File: config.mk
export PLATFORM = sky130hd
export DESIGN_NAME = length_prefixed_byte_loader_flat
export DESIGN_NICKNAME = d
export VERILOG_FILES = /design/src/lpbl_pkg.sv /design/src/lpbl_chan_if.sv /design/src/lpbl_store.sv /design/src/lpbl_ctrl.sv /design/src/lpbl_outbuf.sv /design/src/length_prefixed_byte_loader.sv /design/src/flat_wrapper.sv
export VERILOG_INCLUDE_DIRS = /design/src /design/src/src
export SDC_FILE = /design/constraint.sdc
export NUM_CORES = 1
export LEC_CHECK = 0
export BUFFER_PORTS_ARGS = -buffer_cell sky130_fd_sc_hd__buf_2
export CAP_MARGIN = 40
export CORE_ASPECT_RATIO = 0.6
export CORE_MARGIN = 4
export CORE_UTILIZATION = 57
export DETAILED_ROUTE_END_ITERATION = 8
export PLACE_DENSITY = 0.76
export SLEW_MARGIN = 20
export SYNTH_ARGS = -nofsm -noshare
export SYNTH_HDL_FRONTEND = slang
export SYNTH_HIERARCHICAL = 1
export SYNTH_SLANG_ARGS = --single-unit
File: constraint.sdc
create_clock -name clk -period 7 [get_ports clk]
set_input_delay 0.35 -clock clk [delete_from_list [all_inputs] [get_ports clk]]
set_output_delay 0.35 -clock clk [all_outputs]
set_load 0.1 [all_outputs]
File: src/length_prefixed_byte_loader_defines.svh
// Assertion macros used by the loader's top-level RTL file.
`ifndef LENGTH_PREFIXED_BYTE_LOADER_DEFINES_SVH
`define LENGTH_PREFIXED_BYTE_LOADER_DEFINES_SVH

// Same-cycle implication, sampled on clk, off during reset
`define LPBL_ASSERT_NOW(lbl, ante, cons, msg) \
  lbl: assert property (@(posedge clk) disable iff (!rst_n) (ante) |-> (cons)) else $error(msg);

// Next-cycle implication, sampled on clk, off during reset
`define LPBL_ASSERT_NEXT(lbl, ante, cons, msg) \
  lbl: assert property (@(posedge clk) disable iff (!rst_n) (ante) |=> (cons)) else $error(msg);

`endif

File: src/lpbl_pkg.sv
// Types and constants of the length-prefixed byte loader.
package lpbl_pkg;

  // Command codes of an input word
  localparam logic [1:0] CMD_START = 2'd0;
  localparam logic [1:0] CMD_BYTE  = 2'd1;
  localparam logic [1:0] CMD_TICK  = 2'd2;

  // Special received characters
  localparam logic [7:0] CHAR_ZERO = 8'h30;
  localparam logic [7:0] CHAR_NINE = 8'h39;
  localparam logic [7:0] CHAR_CR   = 8'h0D;
  localparam logic [7:0] CHAR_DEL  = 8'h7F;

  localparam int unsigned ACCUM_W  = 20;
  localparam int unsigned TICK_W   = 24;
  localparam logic [ACCUM_W-1:0] ACCUM_MAX = 20'hFFFFF;
  localparam logic [TICK_W-1:0]  TICK_MAX  = 24'hFFFFFF;
  localparam logic [TICK_W-1:0]  TIMEOUT_RESET = 24'd200000;

  // Reciprocal of ten, scaled by 2^23; exact for every accumulator value
  localparam logic [ACCUM_W-1:0] RECIP10   = 20'hCCCCD;
  localparam int unsigned        RECIP10_SH = 23;

  typedef enum logic [2:0] {
    EV_NONE       = 3'd0,
    EV_ACCEPTED   = 3'd1,
    EV_BAD_LENGTH = 3'd2,
    EV_BAD_CHAR   = 3'd3,
    EV_TIMEOUT    = 3'd4,
    EV_COMPLETE   = 3'd5,
    EV_ERASED     = 3'd6
  } evt_t;

  // One result word
  typedef struct packed {
    logic       echo_valid;
    logic [7:0] echo_byte;
    evt_t       event_res;
    logic [7:0] store_index;
    logic [8:0] loaded_length;
    logic       back_to_ready;
  } res_t;

endpackage

File: src/lpbl_chan_if.sv
// Valid/ready channels of the loader: command input and result output.
interface lpbl_in_if;
  logic       valid;
  logic       ready;
  logic [1:0] cmd;
  logic [7:0] rx_byte;

  modport source (output valid, output cmd, output rx_byte, input ready);
  modport sink   (input valid, input cmd, input rx_byte, output ready);
endinterface

interface lpbl_out_if;
  logic               valid;
  logic               ready;
  logic               echo_valid;
  logic [7:0]         echo_byte;
  lpbl_pkg::evt_t     event_res;
  logic [7:0]         store_index;
  logic [8:0]         loaded_length;
  logic               back_to_ready;

  modport source (output valid, output echo_valid, output echo_byte, output event_res,
                  output store_index, output loaded_length, output back_to_ready,
                  input ready);
  modport sink   (input valid, input echo_valid, input echo_byte, input event_res,
                  input store_index, input loaded_length, input back_to_ready,
                  output ready);
endinterface

File: src/lpbl_store.sv
// Payload buffer: synchronous single-port memory, one byte written per cycle when wr_en is high.
module lpbl_store #(
  parameter int unsigned DEPTH  = 256,
  parameter int unsigned ADDR_W = $clog2(DEPTH)
) (
  input  logic              clk,
  input  logic              wr_en,
  input  logic [ADDR_W-1:0] wr_addr,
  input  logic [7:0]        wr_data
);

  logic [7:0] mem [DEPTH];

  // Store payload word
  always_ff @(posedge clk) begin
    if (wr_en) begin
      mem[wr_addr] <= wr_data;
    end
  end

endmodule

File: src/lpbl_ctrl.sv
// Loader sequencer: length parsing, payload counting, timeout and timeout register.
module lpbl_ctrl #(
  parameter int unsigned DEPTH  = 256,
  parameter int unsigned LEN_W  = $clog2(DEPTH + 1),
  parameter int unsigned ADDR_W = $clog2(DEPTH)
) (
  input  logic                      clk,
  input  logic                      rst_n,
  input  logic                      fire,
  input  logic [1:0]                cmd,
  input  logic [7:0]                rx_byte,
  input  logic                      cfg_wr_en,
  input  logic [lpbl_pkg::TICK_W-1:0] cfg_wr_data,
  output lpbl_pkg::res_t            res,
  output logic                      wr_en,
  output logic [ADDR_W-1:0]         wr_addr,
  output logic [7:0]                wr_data
);

  localparam int unsigned AW = lpbl_pkg::ACCUM_W;
  localparam int unsigned TW = lpbl_pkg::TICK_W;

  typedef enum logic [1:0] {
    PH_READY   = 2'd0,
    PH_LENGTH  = 2'd1,
    PH_PAYLOAD = 2'd2
  } phase_t;

  phase_t              phase_r, phase_nxt;
  logic [AW-1:0]       accum_r, accum_nxt;
  logic [LEN_W-1:0]    target_r, target_nxt;
  logic [LEN_W-1:0]    pos_r, pos_nxt;
  logic [TW-1:0]       idle_r, idle_nxt;
  logic [TW-1:0]       timeout_r;
  logic                wr_req;

  logic [TW-1:0]       times10;
  logic [TW-1:0]       digit_sum;
  logic [2*AW-1:0]     recip_prod;
  logic [AW-1:0]       accum_div10;
  logic [LEN_W-1:0]    pos_inc;
  logic [TW-1:0]       idle_inc;
  logic [LEN_W+8:0]    len_ext;
  logic [LEN_W+7:0]    pos_ext;

  // Accumulator arithmetic: times ten plus digit, and divide by ten
  assign times10     = TW'({accum_r, 3'b000}) + TW'({accum_r, 1'b0});
  assign digit_sum   = times10 + TW'(rx_byte - lpbl_pkg::CHAR_ZERO);
  assign recip_prod  = {{AW{1'b0}}, accum_r} * {{AW{1'b0}}, lpbl_pkg::RECIP10};
  assign accum_div10 = AW'(recip_prod >> lpbl_pkg::RECIP10_SH);

  assign pos_inc  = pos_r + LEN_W'(1);
  assign idle_inc = (idle_r == lpbl_pkg::TICK_MAX) ? idle_r : idle_r + TW'(1);
  assign len_ext  = {9'b0, target_r};
  assign pos_ext  = {8'b0, pos_r};

  // Next state and result of the current word
  always_comb begin
    phase_nxt  = phase_r;
    accum_nxt  = accum_r;
    target_nxt = target_r;
    pos_nxt    = pos_r;
    idle_nxt   = idle_r;
    wr_req     = 1'b0;
    res        = '0;
    res.event_res = lpbl_pkg::EV_NONE;
    case (cmd)
      lpbl_pkg::CMD_START: begin
        phase_nxt  = PH_LENGTH;
        accum_nxt  = '0;
        target_nxt = '0;
        pos_nxt    = '0;
        idle_nxt   = '0;
      end
      lpbl_pkg::CMD_BYTE: begin
        case (phase_r)
          PH_LENGTH: begin
            if (rx_byte >= lpbl_pkg::CHAR_ZERO && rx_byte <= lpbl_pkg::CHAR_NINE) begin
              accum_nxt = (digit_sum > TW'(lpbl_pkg::ACCUM_MAX)) ?
                          lpbl_pkg::ACCUM_MAX : digit_sum[AW-1:0];
              res.echo_valid = 1'b1;
              res.echo_byte  = rx_byte;
            end else if (rx_byte == lpbl_pkg::CHAR_CR) begin
              if (accum_r != '0 && accum_r <= AW'(DEPTH)) begin
                target_nxt = accum_r[LEN_W-1:0];
                accum_nxt  = '0;
                pos_nxt    = '0;
                idle_nxt   = '0;
                phase_nxt  = PH_PAYLOAD;
                res.event_res     = lpbl_pkg::EV_ACCEPTED;
                res.loaded_length = 9'(accum_r[LEN_W-1:0]);
              end else begin
                phase_nxt  = PH_READY;
                accum_nxt  = '0;
                target_nxt = '0;
                pos_nxt    = '0;
                idle_nxt   = '0;
                res.event_res     = lpbl_pkg::EV_BAD_LENGTH;
                res.back_to_ready = 1'b1;
              end
            end else if (rx_byte == lpbl_pkg::CHAR_DEL) begin
              if (accum_r != '0) begin
                accum_nxt     = accum_div10;
                res.event_res = lpbl_pkg::EV_ERASED;
              end
            end else begin
              phase_nxt  = PH_READY;
              accum_nxt  = '0;
              target_nxt = '0;
              pos_nxt    = '0;
              idle_nxt   = '0;
              res.event_res     = lpbl_pkg::EV_BAD_CHAR;
              res.back_to_ready = 1'b1;
            end
          end
          PH_PAYLOAD: begin
            // Store, echo and advance; the position is always below the target here
            wr_req          = 1'b1;
            res.echo_valid  = 1'b1;
            res.echo_byte   = rx_byte;
            res.store_index = pos_ext[7:0];
            pos_nxt         = pos_inc;
            idle_nxt        = '0;
            if (pos_inc >= target_r) begin
              phase_nxt  = PH_READY;
              accum_nxt  = '0;
              target_nxt = '0;
              pos_nxt    = '0;
              res.event_res     = lpbl_pkg::EV_COMPLETE;
              res.loaded_length = len_ext[8:0];
              res.back_to_ready = 1'b1;
            end
          end
          default: begin
          end
        endcase
      end
      lpbl_pkg::CMD_TICK: begin
        if (phase_r == PH_PAYLOAD) begin
          idle_nxt = idle_inc;
          if (idle_inc >= timeout_r) begin
            phase_nxt  = PH_READY;
            accum_nxt  = '0;
            target_nxt = '0;
            pos_nxt    = '0;
            idle_nxt   = '0;
            res.event_res     = lpbl_pkg::EV_TIMEOUT;
            res.back_to_ready = 1'b1;
          end
        end
      end
      default: begin
      end
    endcase
  end

  assign wr_en   = fire && wr_req;
  assign wr_addr = pos_r[ADDR_W-1:0];
  assign wr_data = rx_byte;

  // Advance state on each accepted word; hold the timeout register until written
  always_ff @(posedge clk) begin
    if (!rst_n) begin
      phase_r   <= PH_READY;
      accum_r   <= '0;
      target_r  <= '0;
      pos_r     <= '0;
      idle_r    <= '0;
      timeout_r <= lpbl_pkg::TIMEOUT_RESET;
    end else begin
      if (fire) begin
        phase_r  <= phase_nxt;
        accum_r  <= accum_nxt;
        target_r <= target_nxt;
        pos_r    <= pos_nxt;
        idle_r   <= idle_nxt;
      end
      if (cfg_wr_en) begin
        timeout_r <= cfg_wr_data;
      end
    end
  end

endmodule

File: src/lpbl_outbuf.sv
// Result register: holds one result word until the sink takes it.
module lpbl_outbuf (
  input  logic                clk,
  input  logic                rst_n,
  input  logic                load,
  input  lpbl_pkg::res_t      res,
  output logic                room,
  lpbl_out_if.source          out_ch
);

  logic           valid_r, valid_nxt;
  lpbl_pkg::res_t res_r;

  // Accept a new word when empty or when the held word leaves this cycle
  assign room      = !valid_r || out_ch.ready;
  assign valid_nxt = load || (valid_r && !out_ch.ready);

  always_ff @(posedge clk) begin
    if (!rst_n) begin
      valid_r <= 1'b0;
    end else begin
      valid_r <= valid_nxt;
    end
  end

  // Capture payload on load
  always_ff @(posedge clk) begin
    if (load) begin
      res_r <= res;
    end
  end

  assign out_ch.valid         = valid_r;
  assign out_ch.echo_valid    = res_r.echo_valid;
  assign out_ch.echo_byte     = res_r.echo_byte;
  assign out_ch.event_res     = res_r.event_res;
  assign out_ch.store_index   = res_r.store_index;
  assign out_ch.loaded_length = res_r.loaded_length;
  assign out_ch.back_to_ready = res_r.back_to_ready;

endmodule

File: src/length_prefixed_byte_loader.sv
// The result word of an accepted word is held in the result register before it shows on the output.
// Throughput: one word per cycle; a new word is taken whenever the result register
// is empty or its word is taken in the same cycle.
// Payload bytes go to a single-port buffer memory, one write per accepted payload byte.
// Reset (synchronous, rst_n low) returns the loader to ready, clears the counters, empties
// the result register and loads the timeout register with 200000; the buffer is not cleared.
`include "length_prefixed_byte_loader_defines.svh"
module length_prefixed_byte_loader #(
  parameter int unsigned BUFFER_DEPTH = 256
) (
  input  logic                        clk,
  input  logic                        rst_n,
  lpbl_in_if.sink                     in_ch,
  lpbl_out_if.source                  out_ch,
  input  logic                        cfg_wr_en,
  input  logic [lpbl_pkg::TICK_W-1:0] cfg_wr_data
);

  localparam int unsigned LEN_W  = $clog2(BUFFER_DEPTH + 1);
  localparam int unsigned ADDR_W = $clog2(BUFFER_DEPTH);

  logic                fire;
  logic                room;
  lpbl_pkg::res_t      res;
  logic                wr_en;
  logic [ADDR_W-1:0]   wr_addr;
  logic [7:0]          wr_data;

  assign in_ch.ready = room;
  assign fire        = in_ch.valid && room;

  lpbl_ctrl #(
    .DEPTH  (BUFFER_DEPTH),
    .LEN_W  (LEN_W),
    .ADDR_W (ADDR_W)
  ) u_ctrl (
    .clk         (clk),
    .rst_n       (rst_n),
    .fire        (fire),
    .cmd         (in_ch.cmd),
    .rx_byte     (in_ch.rx_byte),
    .cfg_wr_en   (cfg_wr_en),
    .cfg_wr_data (cfg_wr_data),
    .res         (res),
    .wr_en       (wr_en),
    .wr_addr     (wr_addr),
    .wr_data     (wr_data)
  );

  lpbl_store #(
    .DEPTH  (BUFFER_DEPTH),
    .ADDR_W (ADDR_W)
  ) u_store (
    .clk     (clk),
    .wr_en   (wr_en),
    .wr_addr (wr_addr),
    .wr_data (wr_data)
  );

  lpbl_outbuf u_outbuf (
    .clk    (clk),
    .rst_n  (rst_n),
    .load   (fire),
    .res    (res),
    .room   (room),
    .out_ch (out_ch)
  );

  // Every accepted word produces a result word on the next cycle
  `LPBL_ASSERT_NEXT(a_result_follows, fire, out_ch.valid, "accepted word gave no result")

  // Return to ready only on a terminating event
  `LPBL_ASSERT_NOW(a_ready_event, out_ch.valid && out_ch.back_to_ready, (out_ch.event_res == lpbl_pkg::EV_BAD_LENGTH || out_ch.event_res == lpbl_pkg::EV_BAD_CHAR || out_ch.event_res == lpbl_pkg::EV_TIMEOUT || out_ch.event_res == lpbl_pkg::EV_COMPLETE), "back_to_ready without terminating event")

  // Loaded length shows only on accepted or complete events
  `LPBL_ASSERT_NOW(a_len_event, out_ch.valid && out_ch.loaded_length != 9'd0, (out_ch.event_res == lpbl_pkg::EV_ACCEPTED || out_ch.event_res == lpbl_pkg::EV_COMPLETE), "loaded_length on wrong event")

  // A buffer write happens only for an accepted word
  `LPBL_ASSERT_NOW(a_write_fire, wr_en, fire, "buffer written without accepted word")

endmodule

File: src/flat_wrapper.sv
// flat-port wrapper written by rule: the top's interface ports become plain ports
module length_prefixed_byte_loader_flat 
#(
  parameter int unsigned BUFFER_DEPTH = 256
)
  (clk, rst_n, cfg_wr_en, cfg_wr_data, in_ch_valid, in_ch_cmd, in_ch_rx_byte, in_ch_ready, out_ch_valid, out_ch_echo_valid, out_ch_echo_byte, out_ch_event_res, out_ch_store_index, out_ch_loaded_length, out_ch_back_to_ready, out_ch_ready);
  lpbl_in_if in_ch_i ();
  lpbl_out_if out_ch_i ();
  input  logic clk;
  input  logic rst_n;
  input  logic cfg_wr_en;
  input  logic [lpbl_pkg::TICK_W-1:0] cfg_wr_data;
  input wire logic [$bits(in_ch_i.valid)-1:0] in_ch_valid;
  input wire logic [$bits(in_ch_i.cmd)-1:0] in_ch_cmd;
  input wire logic [$bits(in_ch_i.rx_byte)-1:0] in_ch_rx_byte;
  output wire logic [$bits(in_ch_i.ready)-1:0] in_ch_ready;
  output wire logic [$bits(out_ch_i.valid)-1:0] out_ch_valid;
  output wire logic [$bits(out_ch_i.echo_valid)-1:0] out_ch_echo_valid;
  output wire logic [$bits(out_ch_i.echo_byte)-1:0] out_ch_echo_byte;
  output wire logic [$bits(out_ch_i.event_res)-1:0] out_ch_event_res;
  output wire logic [$bits(out_ch_i.store_index)-1:0] out_ch_store_index;
  output wire logic [$bits(out_ch_i.loaded_length)-1:0] out_ch_loaded_length;
  output wire logic [$bits(out_ch_i.back_to_ready)-1:0] out_ch_back_to_ready;
  input wire logic [$bits(out_ch_i.ready)-1:0] out_ch_ready;
  assign in_ch_i.valid = in_ch_valid;
  assign in_ch_i.cmd = in_ch_cmd;
  assign in_ch_i.rx_byte = in_ch_rx_byte;
  assign in_ch_ready = in_ch_i.ready;
  assign out_ch_valid = out_ch_i.valid;
  assign out_ch_echo_valid = out_ch_i.echo_valid;
  assign out_ch_echo_byte = out_ch_i.echo_byte;
  assign out_ch_event_res = out_ch_i.event_res;
  assign out_ch_store_index = out_ch_i.store_index;
  assign out_ch_loaded_length = out_ch_i.loaded_length;
  assign out_ch_back_to_ready = out_ch_i.back_to_ready;
  assign out_ch_i.ready = out_ch_ready;
  length_prefixed_byte_loader #(.BUFFER_DEPTH(BUFFER_DEPTH)) u_core (.clk(clk), .rst_n(rst_n), .in_ch(in_ch_i), .out_ch(out_ch_i), .cfg_wr_en(cfg_wr_en), .cfg_wr_data(cfg_wr_data));
endmodule
==> summary.txt, run 1 <==
Run status
  • Status: complete, no violations

Timing
  • Setup violators final: 0
  • WHS: 0.154 ns
  • Final Hold Fails: 0
  • Max-slew headroom: 50.7%
  • Fmax: 147 MHz
  • Period minus WS final: 6.79 ns
  • Layout Skew: 0.00964 ns
  • Max Slew Vio Count: 0
  • Unrepaired setup endpoints after global routing: false
  • Final Cycle Share: 97.0%
  • Worst-margin pin slew: 0.739 ns
  • TNS Setup: 0 ns

Global route
  • Initial antenna violation count: 0
  • Number of global-route vias before repair: 12400
  • Largest net degree at the start of global routing: 58
  • Overall routing resource usage: 28.8%
  • First-pass GRT wire length: 68400 um
  • Grt ovf: 0

Setup path
  • Worst Path Max Fanout: 6
  • Worst EP arrival: 7.11 ns
  • CP Class: reg -> reg
  • Setup crit end kind: register
  • WP data required: 7.32 ns
  • Slowest-stage cell, CP: fa_1
  • Crit path cell chain: inv_1 > ha_1 > fa_1 > ha_1 > fa_1 > fa_1 > fa_1 > inv_1 > fa_1 > inv_1 > ha_1 > a21oi_1 > o21ai_0 > a2111oi_2 > a211oi_1 > a2111oi_0 > buf_4 > xnor2_1 > a21oi_1 > a211oi_1 > a21o_1
  • Worst path bufs/invs: 4
  • Startpoint types: register
  • Max incr delay on CP: 0.54 ns
  • Top cell by count, worst path: fa_1
  • CP delay by family, top: adder cells

Power
  • Total power after layout: 0.00188 W
  • PD cells: 110 nW/um^2
  • Max VDD drop: 0.000140 V
  • Static Leak: 9.04 nW

Placement
  • PortBufs: 70
  • Hpwl dp: 35500 um
  • GP Congestion: 1.02

Route
  • Iter 0 DRT Violations: 1452
  • DRT Wirelength: 42600 um
  • Avg WL per Cell: 19.7 um
  • Drt pass-1 iters: 6
  • Via Count: 12700
  • Final ANT Viol Nets: 0
  • Remaining DRCs: 0
  • DR vias/cell: 5.87

Finish
  • Core Util, Final: 64.0%
  • Area Overhead vs Synth: 9.44%
  • Fill cells: 2295
  • Layout Nets: 2257
  • Layout cells sized above 1: 10.2%
  • Ant. Diodes: 0

Die
  • Initial Utilization: 58.4%
  • Die ar.: 30200 um^2
  • Row cnt: 46
  • Die Ht: 136 um
  • Die width: 222 um
  • Number of I/O pins: 71
  • Core ar.: 26700 um^2

Synth
  • Synth Area per Inst: 9.14 um^2
  • Syn nets: 2176
  • YS warnings: 6
  • Post-Syn Area: 15600 um^2
  • Post-Syn Instances: 1708

Clocking
  • CTS max path bufs: 2
  • CTS root buf: clkbuf_16
  • Worst skew pair latency: 0.42 ns
  • Clk sinks: 119
  • CTS tree: done
  • H-tree levels: 4
  • Clk slew on worst S/H paths: 0.06 ns
  • Postcts setup bufs: 0
  • CTS Buf Count: 17

Job
  • Max_cap viols: 0

Min path
  • Hold Crit Class: in -> reg
worst register-to-register path, cell delays in order, from the launching register on:
cell and delay [ns]:
dfxtp_1 0.52, inv_1 0.24, ha_1 0.42, fa_1 0.49
ha_1 0.36, fa_1 0.53, fa_1 0.44, fa_1 0.54
inv_1 0.05, fa_1 0.52, inv_1 0.05, ha_1 0.37
a21oi_1 0.16, o21ai_0 0.15, a2111oi_2 0.46, a211oi_1 0.21
a2111oi_0 0.44, buf_4 0.20, xnor2_1 0.07, a21oi_1 0.23
a211oi_1 0.08, a21o_1 0.16
layout by cell type (no fill, tap or decap), drive strengths merged, types with 11 or more instances in the layout:
master    n
and2     23
o21ai    65
nand3    43
a31oi    12
nor3     20
a211oi   11
dfxtp    89
edfxtp   30
clkbuf   17
buf     110
ha      281
nand2   109
xnor2    40
mux2i    21
a22oi    11
fa      148
a21o     30
a21oi    83
or3      16
nand4    12
nor2b    31
nand2b   13
and3     27
inv     265
xor2     57
nor2     93
per-layer routing:
layer  track usage [%]  vias up  share of wire [%]
met1              44.1     6094                 47
met4              5.47        0                1.4
met3              11.7       47                 13
li1                  -     5954                  -
met2              37.8      587                 38
met5                 0        -                  0
metrics by stage:
step           setup WS, ns  cell area, um^2  cells
6_report              0.209            17100   2162
5_1_grt              0.0113            17100   2162
2_1_floorplan         0.755            15600   1708
3_5_place_dp         0.0292            16500   2128
3_3_place_gp          0.117            16500   2126
4_1_cts               0.117            17000   2160
registers in the layout (all words and copies together), names as in the netlist:
signal                                count
u_core/u_ctrl/idle_r                     24
u_core/u_ctrl/timeout_r                  24
u_core/u_ctrl/accum_r                    20
u_core/u_ctrl/pos_r                       9
u_core/u_ctrl/target_r                    9
u_core/u_outbuf/out_ch.loaded_length      9
u_core/u_outbuf/out_ch.echo_byte          8
u_core/u_outbuf/out_ch.store_index        8
u_core/u_outbuf/out_ch.event_res          3
u_core/u_ctrl/phase_r                     2
u_core/u_outbuf/out_ch.back_to_ready      1
u_core/u_outbuf/out_ch.echo_valid         1
u_core/u_outbuf/out_ch.valid              1
power breakdown:
| group | internal (W) | total [W] | switching [W] |
|---|---|---|---|
| combinational | 0.000101 | 0.000323 | 0.000222 |
| sequential | 0.000723 | 0.000732 | 0.00000890 |
| clock | 0.000488 | 0.000827 | 0.000340 |
path summary, 6_finish.rpt:
kind	startpoint	to	slack (ns)	cells past startpoint
setup / recovery	u_core/u_ctrl/accum_r[14]$_SDFFE_PN0P_	u_core/u_ctrl/accum_r[5]$_SDFFE_PN0P_	0.21	21
hold / removal	cfg_wr_data[17]	u_core/u_ctrl/timeout_r[17]$_SDFFE_PN1P_	0.15	3
setup reg to reg	u_core/u_ctrl/accum_r[14]$_SDFFE_PN0P_	u_core/u_ctrl/accum_r[5]$_SDFFE_PN0P_	0.21	21
hold reg to reg	u_core/u_ctrl/target_r[8]$_SDFFE_PN0P_	u_core/u_ctrl/target_r[8]$_SDFFE_PN0P_	0.48	2
what timing repair did:
action                                  in CTS  in global routing
endpoints found under the setup margin       1                 12
hold buffers                                 0                  0
resized for setup                            1                  6
endpoints found under the hold margin        0                  0
final cells by class:
type	count	area [um^2]	area share (%)
Tap cell	360	450	2.64
Clock buffer	17	425	2.49
Sequential cell	119	2690	15.7
Multi-Input combinational cell	1278	11700	68.7
Inverter	263	987	5.78
Clock inverter	15	131	0.769
Timing Repair Buffer	110	658	3.85
Note: power is estimated with default switching activity, not from simulation.
==> run 2: changes to the inputs <==
--- a/config.mk
+++ b/config.mk
@@ -16,5 +16,4 @@
 export SLEW_MARGIN = 20
 export SYNTH_ARGS = -nofsm -noshare
 export SYNTH_HDL_FRONTEND = slang
-export SYNTH_HIERARCHICAL = 1
 export SYNTH_SLANG_ARGS = --single-unit
==> run 2 against run 1 <==
Effect of this change: non-clock buffer count decreased by 4; utilization is 0.26 points lower; flip-flop and latch count unchanged; highest routed layer unchanged.
==> summary.txt, run 2 <==
Run status
  • Status: complete, no violations (unchanged)

Route
  • Met3 WL: 4750 um (was 5690 um)
  • Remaining DRCs: 0 (unchanged)
  • Final ANT Viol Nets: 0 (unchanged)
  • WL met2: 16200 um (was 16100 um)
  • Iter 0 DRT Violations: 1097 (was 1452)
  • Drt pass-1 iters: 5 (was 6)
  • Met1 WL: 20000 um (was 20100 um)
  • Via Count: 12200 (was 12700)
  • DR vias/cell: 5.75 (was 5.87)
  • Max Used Layer: met4 (unchanged)
  • DRT Wirelength: 41300 um (was 42600 um)
  • Avg WL per Cell: 19.5 um (was 19.7 um)

Synth
  • Largest family of logic cells by synthesized area: adder cells
  • Post-Syn Area: 15300 um^2 (was 15600 um^2)
  • Post-synthesis adder-cell area fraction: 42.2%
  • YS warnings: 0 (was 6)
  • Register area share after synthesis: 17.5%
  • Synth Area in XOR/XNOR: 6.00%
  • Cell taking the most area after synthesis: ha_1
  • Post-Syn Instances: 1657 (was 1708)
  • Synth Area in Simple Gates: 13.2%
  • Post-synthesis cell type count: 78
  • Synth area leaders: ha_1 23%, fa_1 19%, dfxtp_1 12%
  • Mux share of post-synthesis cell area: 1.44%
  • Most frequent cell after synthesis: ha_1
  • Asr flop ratio synth: 0%
  • Synth Area in Compound Gates: 11.9%
  • Post-synth EDFFs: 30
  • Synth Area per Inst: 9.26 um^2 (was 9.14 um^2)
  • FF+latch count, synth: 119
  • Ys flop type: dfxtp_1
  • Synth top area share: 22.9%
  • Syn nets: 2125 (was 2176)
  • Top cells by count, synth: 281 x ha_1, 265 x inv_1, 148 x fa_1, 108 x nor2_1, 91 x nand2_1

Die
  • Initial Utilization: 57.9% (was 58.4%)
  • Row cnt: 46 (unchanged)
  • Die ar.: 29700 um^2 (was 30200 um^2)
  • Number of I/O pins: 71 (unchanged)
  • Core ar.: 26500 um^2 (was 26700 um^2)
  • Die width: 220 um (was 222 um)
  • Die Ht: 135 um (was 136 um)

Setup path
  • Top cell by count, worst path: fa_1 (unchanged)
  • CP delay by family, top: adder cells (unchanged)
  • Max incr delay on CP: 0.57 ns (was 0.54 ns)
  • Crit path cell chain: inv_1 > ha_1 > fa_1 > ha_1 > fa_1 > fa_1 > fa_1 > inv_1 > fa_1 > inv_1 > ha_1 > nand4_1 > nor3_1 > o21ai_0 > a31oi_2 > a21oi_2 > nor3_2 > nor2_1 > xor2_1 > o21ai_0 > a32o_1 (was inv_1 > ha_1 > fa_1 > ha_1 > fa_1 > fa_1 > fa_1 > inv_1 > fa_1 > inv_1 > ha_1 > a21oi_1 > o21ai_0 > a2111oi_2 > a211oi_1 > a2111oi_0 > buf_4 > xnor2_1 > a21oi_1 > a211oi_1 > a21o_1)
  • CP Class: reg -> reg (unchanged)
  • Startpoint types: register (unchanged)
  • Slowest-stage cell, CP: fa_1 (unchanged)
  • Reg2Reg Setup Slack: 0.31 ns (was 0.21 ns)
  • Worst path bufs/invs: 3 (was 4)
  • Setup crit end kind: register (unchanged)
  • Worst EP arrival: 7.02 ns (was 7.11 ns)
  • Worst Path Max Fanout: 5 (was 6)
  • WP data required: 7.33 ns (was 7.32 ns)

Clocking
  • CTS Buf Count: 17 (unchanged)
  • Clk slew on worst S/H paths: 0.05 ns (was 0.06 ns)
  • H-tree levels: 4 (unchanged)
  • Worst skew pair latency: 0.44 ns (was 0.42 ns)
  • Clk sinks: 119 (unchanged)
  • CTS tree: done (unchanged)
  • CTS root buf: clkbuf_16 (unchanged)
  • CTS max path bufs: 2 (unchanged)

Power
  • Static Leak: 8.99 nW (was 9.04 nW)
  • PD cells: 118 nW/um^2 (was 110 nW/um^2)
  • Max VDD drop: 0.000172 V (was 0.000140 V)

Finish
  • Ant. Diodes: 0 (unchanged)
  • Layout cells sized above 1: 9.40% (was 10.2%)
  • Area Overhead vs Synth: 9.95% (was 9.44%)
  • Layout Nets: 2210 (was 2257)
  • Commonest cells after routing, fill and taps aside: 281 x ha_1, 265 x inv_1, 148 x fa_1, 108 x nor2_1, 91 x nand2_1 (was 281 x ha_1, 263 x inv_1, 148 x fa_1, 109 x nand2_1, 92 x nor2_1)
  • Fill cells: 2259 (was 2295)
  • Final non-filler cell area: 16900 um^2 (was 17100 um^2)
  • Final cell count without fillers: 2115 (was 2162)
  • Most common cell after layout, fill and taps aside: ha_1 (unchanged)
  • Largest regs: u_core.u_ctrl.idle_r x24, u_core.u_ctrl.timeout_r x24, u_core.u_ctrl.accum_r x20 (was u_core/u_ctrl/idle_r x24, u_core/u_ctrl/timeout_r x24, u_core/u_ctrl/accum_r x20)

Timing
  • Unrepaired setup endpoints after global routing: false (unchanged)
  • Final Cycle Share: 95.6% (was 97.0%)
  • Period minus WS final: 6.69 ns (was 6.79 ns)
  • Setup violators final: 0 (unchanged)
  • Layout Skew: 0.00852 ns (was 0.00964 ns)
  • Max-slew headroom: 48.6% (was 50.7%)
  • Final Hold Fails: 0 (unchanged)
  • Worst Setup Slack, final: 0.306 ns (was 0.209 ns)
  • Worst-margin pin slew: 0.770 ns (was 0.739 ns)
  • Max Slew Vio Count: 0 (unchanged)
  • WHS: 0.132 ns (was 0.154 ns)
  • Fmax: 149 MHz (was 147 MHz)
  • TNS Setup: 0 ns (unchanged)

Job
  • Max_cap viols: 0 (unchanged)

Global route
  • Grt ovf: 0 (unchanged)
  • Number of global-route vias before repair: 11800 (was 12400)
  • Initial antenna violation count: 1 (was 0)
  • Overall routing resource usage: 28.6% (was 28.8%)
  • First-pass GRT wire length: 65500 um (was 68400 um)
  • Largest net degree at the start of global routing: 58 (unchanged)

Min path
  • Hold Crit Class: in -> reg (unchanged)

Placement
  • PortBufs: 70 (unchanged)
  • Hpwl dp: 34700 um (was 35500 um)
  • GP Congestion: 0.971 (was 1.02)
  • Placed insts: 2081 (was 2128)
  • Dpl cell area: 16200 um^2 (was 16500 um^2)
  • Pre-CTS setup slack: 0.159 ns (was 0.0292 ns)
-- run 2: what timing repair did --
| item | CTS | global route |
|---|---|---|
| hold buffers | 0 | 0 |
| endpoints found under the setup margin | 0 | 9 |
| gates resized for setup | 0 | 7 |
| buffers inserted | 0 | 2 |
-- run 2: stage by stage --
stage | util [%] | power [W]
4_1_cts | 63.5 | 0.00199
3_3_place_gp | 61.2 | 0.00109
3_5_place_dp | 61.3 | 0.00110
6_report | 63.7 | 0.00198
2_1_floorplan | - | 0.00101
5_1_grt | 63.7 | 0.00206
-- run 2: cell type report --
cell class	instances	area (um^2)	area share, %
Clock buffer	20	437	2.59
Clock inverter	12	153	0.905
Inverter	265	995	5.90
Multi-Input combinational cell	1233	11500	68.3
Sequential cell	119	2680	15.9
Tap cell	360	450	2.67
Timing Repair Buffer	106	628	3.72
-- run 2: worst paths after layout --
check | end | startpoint | cells after the start
min reg2reg | u_core.u_ctrl.target_r[8]$_SDFFE_PN0P_ | u_core.u_ctrl.target_r[8]$_SDFFE_PN0P_ | 2
max | u_core.u_ctrl.accum_r[12]$_SDFFE_PN0P_ | u_core.u_ctrl.accum_r[14]$_SDFFE_PN0P_ | 21
min | u_core.u_ctrl.timeout_r[17]$_SDFFE_PN1P_ | cfg_wr_data[17] | 3
max reg2reg | u_core.u_ctrl.accum_r[12]$_SDFFE_PN0P_ | u_core.u_ctrl.accum_r[14]$_SDFFE_PN0P_ | 21
-- run 2: power by group --
part | switching, W | leakage [nW] | total (W) | internal [W]
logic | 0.000243 | 7.69 | 0.000359 | 0.000115
clock network | 0.000335 | 0.278 | 0.000892 | 0.000558
registers | 0.00000913 | 1.03 | 0.000732 | 0.000723
total | 0.000587 | 8.99 | 0.00198 | 0.00140
-- run 2: tightest hold or removal path, stage by stage --
cell and delay, ns:
buf_2 0.07, nand2_1 0.04, o211ai_1 0.06
-- run 2: cell families after synthesis --
kind of cell               count (synthesis)
DFF                                      119
muxes                                     22
adders and majority gates                429
xor gates and xnor gates                 105
buffers and inverters                    305
AOI/OAI and AO/OA                        270
and+or+nand+nor                          407
-- run 2: routing by layer --
metal | vias to the layer above | global-route usage [%]
met5 | - | 0
met4 | 0 | 4.04
met3 | 43 | 10.5
met2 | 508 | 38.2
met1 | 5879 | 44.6
li1 | 5740 | -
==> run 3: changes to the inputs <==
--- a/config.mk
+++ b/config.mk
@@ -12,7 +12,7 @@
 export CORE_MARGIN = 4
 export CORE_UTILIZATION = 57
 export DETAILED_ROUTE_END_ITERATION = 8
-export PLACE_DENSITY = 0.76
+export PLACE_DENSITY = 0.79
 export SLEW_MARGIN = 20
 export SYNTH_ARGS = -nofsm -noshare
 export SYNTH_HDL_FRONTEND = slang
==> constraint.sdc (replaced) <==
create_clock -name clk -period 6.1 [get_ports clk]
set_input_delay 0.305 -clock clk [delete_from_list [all_inputs] [get_ports clk]]
set_output_delay 0.305 -clock clk [all_outputs]
set_load 0.1 [all_outputs]
==> run 3 against run 2 <==
Effect of this change: the flow now finishes with violations (setup timing); cell area rose by 11%; critical path depth rose by 1; highest routed layer unchanged; cell count rose by 6.1%; fmax rose by 8.9%; power rose by 19%; combinational power rose by 27%; flip-flop and latch count did not move; register-to-register slack got worse by 0.35 ns; count of clock-buffer cells in the layout fell by 2; die area did not move; global-route usage rose by 1.9 points; via count rose by 5.6%.
==> summary.txt, run 3 (same netlist as run 2, synthesis figures left out) <==
Run status
  • Status: finished with violations (was complete, no violations)
  • Violated checks: setup timing

Setup path
  • Worst path bufs/invs: 3 (unchanged)
  • Worst EP arrival: 6.45 ns (was 7.02 ns)
  • CP Class: reg -> reg (unchanged)
  • CP delay by family, top: adder cells (unchanged)
  • Slowest-stage cell, CP: fa_1 (unchanged)
  • WP data required: 6.40 ns (was 7.33 ns)
  • Setup crit end kind: register (unchanged)
  • Startpoint types: register (unchanged)
  • Worst Path Max Fanout: 5 (unchanged)
  • Top cell by count, worst path: fa_1 (unchanged)
  • Crit path cell chain: ha_1 > xor2_2 > ha_4 > fa_1 > fa_1 > fa_1 > fa_1 > ha_4 > ha_1 > buf_4 > nand4_1 > o22ai_2 > nand3_2 > nand4_1 > a221oi_4 > buf_4 > buf_6 > o21ai_2 > xnor2_1 > o21ai_1 > o21ai_1 > a21oi_1 (was inv_1 > ha_1 > fa_1 > ha_1 > fa_1 > fa_1 > fa_1 > inv_1 > fa_1 > inv_1 > ha_1 > nand4_1 > nor3_1 > o21ai_0 > a31oi_2 > a21oi_2 > nor3_2 > nor2_1 > xor2_1 > o21ai_0 > a32o_1)
  • Max incr delay on CP: 0.55 ns (was 0.57 ns)

Finish
  • Fill cells: 1994 (was 2259)
  • Ant. Diodes: 0 (unchanged)
  • Final cell count without fillers: 2244 (was 2115)
  • Layout Nets: 2339 (was 2210)
  • Layout cells sized above 1: 21.9% (was 9.40%)
  • Largest regs: u_core.u_ctrl.idle_r x24, u_core.u_ctrl.timeout_r x24, u_core.u_ctrl.accum_r x20 (unchanged)
  • Core Util, Final: 70.6% (was 63.7%)
  • FF/Latch Area: 2730 um^2 (was 2680 um^2)
  • Footprint of the multi-input gates: 12300 um^2 (was 11500 um^2)
  • Commonest cells after routing, fill and taps aside: 255 x inv_1, 238 x ha_1, 157 x buf_4, 141 x fa_1, 105 x nor2_1 (was 281 x ha_1, 265 x inv_1, 148 x fa_1, 108 x nor2_1, 91 x nand2_1)
  • Most common cell after layout, fill and taps aside: inv_1 (was ha_1)
  • Area Overhead vs Synth: 22.0% (was 9.95%)

Clocking
  • Clk sinks: 119 (unchanged)
  • CTS root buf: clkbuf_16 (unchanged)
  • CTS max path bufs: 2 (unchanged)
  • H-tree levels: 4 (unchanged)
  • CTS Buf Count: 17 (unchanged)
  • CTS tree: done (unchanged)
  • Worst skew pair latency: 0.44 ns (about the same)
  • Clk slew on worst S/H paths: 0.06 ns (was 0.05 ns)
  • Hold buffer count at CTS: 0 (unchanged)

Timing
  • Final Hold Fails: 0 (unchanged)
  • Layout Skew: 0.00955 ns (was 0.00852 ns)
  • Setup violators final: 1 (was 0)
  • Max-slew headroom: 39.7% (was 48.6%)
  • Period minus WS final: 6.15 ns (was 6.69 ns)
  • Final Cycle Share: 101% (was 95.6%)
  • Unrepaired setup endpoints after global routing: true (was false)
  • WHS: 0.0883 ns (was 0.132 ns)
  • Fmax: 163 MHz (was 149 MHz)
  • Worst Setup Slack, final: -0.0467 ns (was 0.306 ns)
  • Worst-margin pin slew: 0.902 ns (was 0.770 ns)
  • Max Slew Vio Count: 0 (unchanged)

Min path
  • Hold Crit Class: in -> reg (unchanged)

Die
  • Number of I/O pins: 71 (unchanged)
  • Initial Utilization: 57.9% (unchanged)
  • Die width: 220 um (unchanged)
  • Row cnt: 46 (unchanged)
  • Die Ht: 135 um (unchanged)
  • Die ar.: 29700 um^2 (unchanged)
  • Core ar.: 26500 um^2 (unchanged)

Route
  • Met1 WL: 21300 um (was 20000 um)
  • Remaining DRCs: 0 (unchanged)
  • Via Count: 12800 (was 12200)
  • DR vias/cell: 5.73 (was 5.75)
  • Iter 0 DRT Violations: 1278 (was 1097)
  • Max Used Layer: met4 (unchanged)
  • WL met2: 18000 um (was 16200 um)
  • Drt pass-1 iters: 6 (was 5)
  • Met3 WL: 4420 um (was 4750 um)
  • Avg WL per Cell: 19.8 um (was 19.5 um)
  • Final ANT Viol Nets: 0 (unchanged)
  • DRT Wirelength: 44300 um (was 41300 um)

Global route
  • Overall routing resource usage: 30.5% (was 28.6%)
  • Number of global-route vias before repair: 12700 (was 11800)
  • Initial antenna violation count: 0 (was 1)
  • Grt ovf: 0 (unchanged)
  • First-pass GRT wire length: 70000 um (was 65500 um)
  • Largest net degree at the start of global routing: 58 (unchanged)

Placement
  • PortBufs: 70 (unchanged)
  • Placed insts: 2206 (was 2081)
  • Hpwl dp: 36400 um (was 34700 um)
  • GP Congestion: 0.993 (was 0.971)

Job
  • Max_cap viols: 0 (unchanged)

Power
  • Total power after layout: 0.00235 W (was 0.00198 W)
  • Max VDD drop: 0.000168 V (was 0.000172 V)
  • PD cells: 126 nW/um^2 (was 118 nW/um^2)
  • Static Leak: 9.67 nW (was 8.99 nW)
run 3: timing repair:
action,CTS,global route
gates resized for setup,40,120
endpoints found under the setup margin,15,16
pin swaps,16,65
buffers inserted,3,6
gates cloned,0,0
run 3: worst reg2reg max path, cell delays in order, from the launching register on:
cell and delay, ns:
dfxtp_4 0.36, ha_1 0.34, xor2_2 0.31, ha_4 0.26, fa_1 0.53, fa_1 0.53
fa_1 0.51, fa_1 0.55, ha_4 0.21, ha_1 0.30, buf_4 0.15, nand4_1 0.15
o22ai_2 0.12, nand3_2 0.11, nand4_1 0.23, a221oi_4 0.49, buf_4 0.18, buf_6 0.11
o21ai_2 0.06, xnor2_1 0.24, o21ai_1 0.11, o21ai_1 0.10, a21oi_1 0.08
run 3: layer usage:
metal / vias up / GRT usage, %
li1: 5993 / -
met1: 6275 / 47.2
met2: 521 / 42.1
met3: 60 / 9.69
met4: 0 / 4.64
met5: - / 0
run 3: area by class of cell:
type,count,share of cell area [%]
Inverter,265,5.33
Sequential cell,119,14.6
Tap cell,360,2.41
Multi-Input combinational cell,1233,65.7
Clock buffer,18,2.41
Timing Repair Buffer,235,8.72
Clock inverter,14,0.870
run 3: where the power goes:
| part | internal, W | total (W) | switching [W] |
|---|---|---|---|
| Combinational | 0.000162 | 0.000456 | 0.000294 |
| Clock | 0.000637 | 0.00106 | 0.000422 |
| Sequential | 0.000826 | 0.000838 | 0.0000118 |
run 3: path summary, 6_finish.rpt:
kind                                                             start                                      end  slack [ns]  depth (start not counted)
worst min-delay path                                    cfg_wr_data[6]  u_core.u_ctrl.timeout_r[6]$_SDFFE_PN1P_        0.09                          3
worst min register to register  u_core.u_ctrl.target_r[6]$_SDFFE_PN0P_   u_core.u_ctrl.target_r[6]$_SDFFE_PN0P_        0.48                          2
worst max-delay path             u_core.u_ctrl.accum_r[1]$_SDFFE_PN0P_    u_core.u_ctrl.accum_r[7]$_SDFFE_PN0P_       -0.05                         22
worst max register to register   u_core.u_ctrl.accum_r[1]$_SDFFE_PN0P_    u_core.u_ctrl.accum_r[7]$_SDFFE_PN0P_       -0.05                         22
run 3: stage by stage:
step / setup WS, ns / TNS (ns) / instance area (um^2)
final: -0.0467 / -0.0467 / 18700
after CTS: -0.0100 / -0.0100 / 18000
after floorplan: 0.0283 / 0 / 15300
after global routing: -0.190 / -1.20 / 18700
after detailed placement: -0.370 / -2.67 / 17200
after global placement: -0.226 / -1.48 / 17200
